File: src/rtl/gblur_pkg.sv
`default_nettype none
package gblur_pkg;

   localparam int MAX_WIDTH  = 1024;
   localparam int MAX_HEIGHT = 4096;
   localparam int KSIZE      = 5;

   localparam int PIX_W  = 8;
   localparam int COL_W  = $clog2(MAX_WIDTH);
   localparam int ROW_W  = $clog2(MAX_HEIGHT);
   localparam int FW_W   = 11;
   localparam int FH_W   = 13;
   localparam int CSR_W  = 13;
   localparam int CIDX_W = 2;

   // one line-store word holds the four older lines of one column, oldest in the low byte
   localparam int LS_W = (KSIZE - 1) * PIX_W;

   localparam logic [CIDX_W-1:0] CSR_FRAME_WIDTH  = CIDX_W'(0);
   localparam logic [CIDX_W-1:0] CSR_FRAME_HEIGHT = CIDX_W'(1);

   typedef logic [KSIZE-1:0][KSIZE-1:0][PIX_W-1:0] window_type;

   typedef struct packed {
      logic             emit;
      logic             last;
      logic [COL_W-1:0] x;
      logic [ROW_W-1:0] y;
   } tag_type;

endpackage
`default_nettype wire

File: src/rtl/gblur_filter.sv
`default_nettype none
module gblur_filter import gblur_pkg::*; (
   input  wire logic       clock,
   input  wire logic       reset,
   input  wire logic       en,
   input  wire logic       win_valid,
   input  wire window_type win,
   input  wire tag_type    win_tag,
   output logic            rsp_valid,
   output logic [PIX_W-1:0] rsp_blurred_value,
   output logic [COL_W-1:0] rsp_out_x,
   output logic [ROW_W-1:0] rsp_out_y,
   output logic            rsp_last_of_frame
);

   localparam int RS_W  = PIX_W + 4;
   localparam int SUM_W = RS_W + 4;

   // 1-4-6-4-1 taps as shifts and adds
   function automatic logic [RS_W-1:0] row_tap(input logic [KSIZE-1:0][PIX_W-1:0] v);
      logic [RS_W-1:0] a0, a1, a2, a3, a4;
      a0 = RS_W'(v[0]);
      a1 = RS_W'(v[1]);
      a2 = RS_W'(v[2]);
      a3 = RS_W'(v[3]);
      a4 = RS_W'(v[4]);
      return a0 + (a1 << 2) + (a2 << 2) + (a2 << 1) + (a3 << 2) + a4;
   endfunction

   function automatic logic [SUM_W-1:0] col_tap(input logic [KSIZE-1:0][RS_W-1:0] v);
      logic [SUM_W-1:0] a0, a1, a2, a3, a4;
      a0 = SUM_W'(v[0]);
      a1 = SUM_W'(v[1]);
      a2 = SUM_W'(v[2]);
      a3 = SUM_W'(v[3]);
      a4 = SUM_W'(v[4]);
      return a0 + (a1 << 2) + (a2 << 2) + (a2 << 1) + (a3 << 2) + a4;
   endfunction

   logic [KSIZE-1:0][RS_W-1:0] rs_ff, rs_in;
   logic                       rs_valid_ff;
   tag_type                    rs_tag_ff;
   logic [SUM_W-1:0]           sum;
   logic                       out_valid_ff;
   logic [PIX_W-1:0]           out_value_ff;
   tag_type                    out_tag_ff;

   always_comb begin
      for (int r = 0; r < KSIZE; r++) begin
         rs_in[r] = row_tap(win[r]);
      end
   end

   assign sum = col_tap(rs_ff);

   always_ff @(posedge clock) begin
      if (reset) begin
         rs_valid_ff  <= 1'b0;
         out_valid_ff <= 1'b0;
      end else if (en) begin
         rs_valid_ff  <= win_valid;
         out_valid_ff <= rs_valid_ff;
      end
   end

   always_ff @(posedge clock) begin
      if (en) begin
         if (win_valid) begin
            rs_ff     <= rs_in;
            rs_tag_ff <= win_tag;
         end
         if (rs_valid_ff) begin
            out_value_ff <= sum[SUM_W-1 -: PIX_W];
            out_tag_ff   <= rs_tag_ff;
         end
      end
   end

   assign rsp_valid         = out_valid_ff;
   assign rsp_blurred_value = out_value_ff;
   assign rsp_out_x         = out_tag_ff.x;
   assign rsp_out_y         = out_tag_ff.y;
   assign rsp_last_of_frame = out_tag_ff.last;

endmodule
`default_nettype wire

File: config.mk
export PLATFORM = sky130hd
export DESIGN_NAME = gblur_filter
export DESIGN_NICKNAME = d
export VERILOG_FILES = /design/src/rtl/gblur_pkg.sv /design/src/rtl/gblur_filter.sv
export SDC_FILE = /design/constraint.sdc
export NUM_CORES = 1
export LEC_CHECK = 0
export ABC_CLOCK_PERIOD_IN_PS = 9830
export BUFFER_PORTS_ARGS = -buffer_cell sky130_fd_sc_hd__buf_2
export CAP_MARGIN = 40
export CORE_MARGIN = 2
export CORE_UTILIZATION = 26
export DETAILED_ROUTE_END_ITERATION = 7
export GPL_TIMING_DRIVEN = 0
export PLACE_DENSITY_LB_ADDON = 0.05
export SLEW_MARGIN = 5
export SYNTH_ARGS = -nofsm -noshare
export SYNTH_HDL_FRONTEND = slang
export SYNTH_SLANG_ARGS = --single-unit
File: constraint.sdc
create_clock -name clock -period 9.83 [get_ports clock]
set_clock_uncertainty 0.15 [all_clocks]
set_input_delay 0.983 -clock clock [delete_from_list [all_inputs] [get_ports clock]]
set_output_delay 0.983 -clock clock [all_outputs]
set_load 0.01 [all_outputs]
# [Word-level counts from Yosys, hierarchy flattened]
# Index checks and enable logic that the tools add are counted.
[totals] inputBits=228 wordCells=46 output_inout_bits=32 regBits=116
[classes] n_reduce_logical=2 add_sub_neg=30
[op_table] operator="$add A11 B10 Y12" n=5
[op_table] operator="$add A12 B10 Y12" n=5
[op_table] operator="$add A12 B8 Y12" n=5
[op_table] operator="$add A12 B9 Y12" n=5
[op_table] operator="$add A8 B10 Y11" n=5
[op_table] operator="$add A15 B14 Y16" n=1
[op_table] operator="$add A16 B12 Y16" n=1
[op_table] operator="$add A16 B13 Y16" n=1
[op_table] operator="$add A16 B14 Y16" n=1
[op_table] operator="$add A12 B14 Y15" n=1
[op_table] operator="$reduce_and A2 Y1" n=2

# [Longest topological paths before layout]
[logic_depth] word_depth=5 mapped_depth=14 ltp_nobuf=14

# [Least setup slack after synthesis]
# OpenSTA, ideal clock, no wires.
[synth_timing] path_kind="input to register" start="input win[58] in the netlist's numbering" end="register rs_ff[23] in the netlist's numbering, data pin" setup_time_ns=0.266 t_arrival_ns=4.206 path_buffers=0 cell_stages=14 required_ns=9.414 slack_ns=5.208 cell_sequence="inv_1 > fa_1 > inv_1 > fa_1 > inv_1 > fa_1 > inv_1 > ha_1 > fa_1 > a21o_1 > a21oi_1 > o21ai_0 > o41ai_1 > xnor2_1"
[synth_lines] item="from (decl)" line="gblur_filter.sv:7" source="input wire window_type win,"
[synth_lines] item="to (signal assigned)" line="gblur_filter.sv:69" source="rs_ff <= rs_in;"
[synth_lines] item="to (decl)" line="gblur_filter.sv:40" source="logic [KSIZE-1:0][RS_W-1:0] rs_ff, rs_in;"

==> impl_metrics.json <==
{
  "critPathBufInv": 5,
  "fmax_mhz": 213,
  "htree_levels": 4,
  "final_antenna_net_count": 0,
  "slew_headroom_pct": 62.4,
  "crit_path_cell_trace": "buf_2, inv_1, fa_1, inv_1, fa_1, inv_1, fa_1, inv_1, ha_1, fa_1, a21o_1, a21oi_1, o21ai_0, o41ai_1, xnor2_1",
  "postCtsHoldBufs": 0,
  "core_area_sq_um": 41000,
  "power_density_nw_per_um2": 393,
  "ff2ff_path_depth": 14,
  "maxCapViolCount": 0,
  "diodes": 0,
  "p_switching_mw": 2.36,
  "grt_max_degree": 50,
  "comb_power_share_pct": 69.5,
  "synth_cell_types": 26,
  "yosysTopAreaCellShare_pct": 34.9,
  "synth-edff-count": 114,
  "p_int_mw": 2.94,
  "tightest_slew_ns": 0.564,
  "cts_sinks": 116,
  "dp_hpwl_um": 20700,
  "crit_path_end_kind": "flip-flop",
  "muxShareOfSynthArea_pct": 0,
  "synthAdderAreaFrac_pct": 44.6,
  "yosysMostFrequentCell": "inv_1",
  "antenna_found_initial": 0,
  "drcViolationCount": 0,
  "critical_path.endpoint": "rs_ff[11]",
  "cts_resized": 0,
  "fin_tns_setup_ns": 0,
  "rsz0062_at_grt": "no",
  "holdCritPathClass": "flip-flop to flip-flop",
  "synth-main-ff-cell": "edfxtp_1",
  "root_buffer": "clkbuf_16",
  "clk_pin_slew_worst_paths_ns": 0.06,
  "reg2reg_slack_ns": 5.69,
  "dr.pass1.iters": 4,
  "cp.required_ns": 9.82,
  "ys_ff_latch": 116,
  "postCtsSetupRepairBufs": 0,
  "start_util_pct": 26.4,
  "final.fill_count": 4294,
  "drt_iter0_markers": 180,
  "routed_wl_um": 23100,
  "irDropWorstVdd_uv": 376,
  "crit_cells": 15,
  "synth-seq-area-share_pct": 31.9,
  "ys_top_cells_by_count": "inv_1 (388), fa_1 (189), edfxtp_1 (114)",
  "num_io_pins": 260,
  "numCtsBuffers": 17,
  "r2r-start": "rs_ff[29]",
  "area_growth_pct": 24.4,
  "grt_pass1_wl_um": 38600,
  "finalCoreUtilization_pct": 32.9,
  "grt.total_usage_pct": 11.5,
  "swShare_pct": 44.5,
  "finish.net_count": 1734,
  "globalplace.congestion": 0.735,
  "critPathTopFamily": "adder cells",
  "cts_max_path_buffers": 2,
  "netlist_area_sq_um": 10800,
  "min_period_over_period_pct": 47.7,
  "synth_top_cells_by_area": "fa_1 (35%), edfxtp_1 (32%), inv_1 (13%)",
  "clk-insertion-delay-late_ns": 0.42,
  "finalSetupViolations": 0,
  "drv_slew": 0,
  "startpoint": "win[18]",
  "die-area_sq_um": 43400,
  "ys_warn_count": 0,
  "die_h_um": 208,
  "syn-num-nets": 1455,
  "power_mw": 5.30,
  "worstPathMaxFanout": 2,
  "die_w_um": 208,
  "p_leak_nw": 6.97,
  "pre_cts_ws_ns": 4.72,
  "cpPeakStageDelay_ns": 0.53,
  "cts_tree": "yes",
  "synth-simple-area-share_pct": 2.95,
  "synthArstFlopShare_pct": 0,
  "final-seq-area_sq_um": 3460,
  "synth.avg_cell_area_sq_um": 11.4,
  "viasPerCell": 3.85,
  "drive_above_1_share_pct": 23.8,
  "syn_inst": 954,
  "multi_input_area_sq_um": 5930,
  "worstPathArrival_ns": 4.68,
  "rows": 74,
  "synth_xor_area_share_pct": 3.23,
  "r2r-end": "rsp_blurred_value[7]",
  "worst_slack_ns": 5.15,
  "seqPwrFrac_pct": 17.9,
  "crit_type": "input port to flip-flop",
  "first_global_vias": 7644,
  "hold_viol": 0,
  "port_buffers": 258,
  "p_clk_share_pct": 12.6,
  "synth-compound-area-share_pct": 3.85,
  "cp_slowest_cell": "fa_1",
  "finalCriticalPeriod_ns": 4.68,
  "gr-total-overflow": 0,
  "yosys.area.top_type": "fa_1",
  "wl_per_cell_um": 13.0,
  "critPathLaunchType": "input port",
  "status": "completed",
  "synth_top_family_by_area": "adder cells",
  "vias": 6848
}
power by group through the flow:
stage	sequential, mW	combinational, mW	clock [mW]
4_1_cts	0.956	3.78	0.689
3_5_place_dp	0.965	3.73	0
2_1_floorplan	0.955	2.88	0
5_1_grt	0.964	4.32	0.711
3_3_place_gp	0.967	3.74	0
6_report	0.949	3.68	0.667
per-layer routing:
layer	vias to the layer above	routed length, um	track usage (%)
met4	0	199	2.68
met3	11	753	2.38
met2	115	11900	20.3
met1	3367	10300	14.6
met5	-	0	0
li1	3355	-	-
how the worst min path moves through the flow:
stage / from / end / slack, ns / depth (start not counted)
floorplan: rs_tag_ff[22] / rsp_last_of_frame / 0.25 / 0
global placement: rs_tag_ff[0] / rsp_out_y[0] / 0.25 / 0
detailed placement: rs_tag_ff[16] / rsp_out_x[4] / 0.26 / 0
CTS: rs_tag_ff[14] / rsp_out_x[2] / 0.27 / 0
global route: rs_tag_ff[11] / rsp_out_y[11] / 0.27 / 0
finish: rs_tag_ff[5] / rsp_out_y[5] / 0.27 / 0
worst register-to-register path: stages (launching register included):
cell       delay, ns
edfxtp_1        0.38
inv_1           0.07
fa_1            0.48
inv_1           0.06
fa_1            0.52
inv_1           0.05
fa_1            0.53
inv_1           0.04
ha_1            0.33
a21o_1          0.18
a21oi_2         0.18
a2bb2oi_2       0.25
a21oi_2         0.11
or4b_1          0.50
o21ai_0         0.13
flip-flops by register name, summed over array words and instances (netlist names):
| name | cells |
|---|---|
| rs_ff | 60 |
| rsp_valid | 1 |
| rsp_blurred_value | 8 |
| rs_tag_ff | 23 |
| rsp_out_x | 10 |
| rs_valid_ff | 1 |
| rsp_last_of_frame | 1 |
| rsp_out_y | 12 |
through the flow:
stage	instances	area (sq um)	hold slack, ns
2_1_floorplan	954	10800	0.250
3_3_place_gp	1744	12800	0.251
3_5_place_dp	1746	12900	0.255
4_1_cts	1777	13500	0.267
5_1_grt	1777	13500	0.271
6_report	1777	13500	0.265
placed cells by master, fill, tap and decap left out, types with 2 or more instances in the layout:
| cell | n |
|---|---|
| inv_1 | 388 |
| buf_2 | 258 |
| fa_1 | 189 |
| edfxtp_1 | 114 |
| ha_1 | 84 |
| nor2_1 | 33 |
| xnor2_1 | 33 |
| nand2_1 | 23 |
| a21oi_1 | 17 |
| clkbuf_16 | 17 |
| a21o_1 | 13 |
| o21ai_0 | 11 |
| nor3_1 | 11 |
| o41ai_1 | 10 |
| xor2_1 | 7 |
| bufinv_16 | 4 |
| clkinv_4 | 4 |
| o21a_1 | 3 |
| inv_6 | 3 |
| o21bai_1 | 2 |
| a21oi_2 | 2 |
| nand4_1 | 2 |
| clkinvlp_4 | 2 |
| buf_16 | 2 |
| dfxtp_1 | 2 |
logic make-up (layout without fill, tap and decap cells):
family / count (synthesis) / in the layout
AND/OR/NAND/NOR: 75 / 75
adder cells (fa/ha/maj): 273 / 273
flip-flops: 116 / 116
XOR/XNOR: 40 / 40
buffers and inverters: 388 / 679
AO/OA/AOI/OAI: 62 / 62
final cells by class:
cell class | instances | area share, %
inverter | 388 | 10.8
timing repair buffer | 260 | 9.98
clock buffer | 17 | 3.15
clock inverter | 14 | 1.49
tap | 532 | 4.94
sequential | 116 | 25.7
multi-input combinational | 450 | 44.0
(Power assumes the default switching activity.)
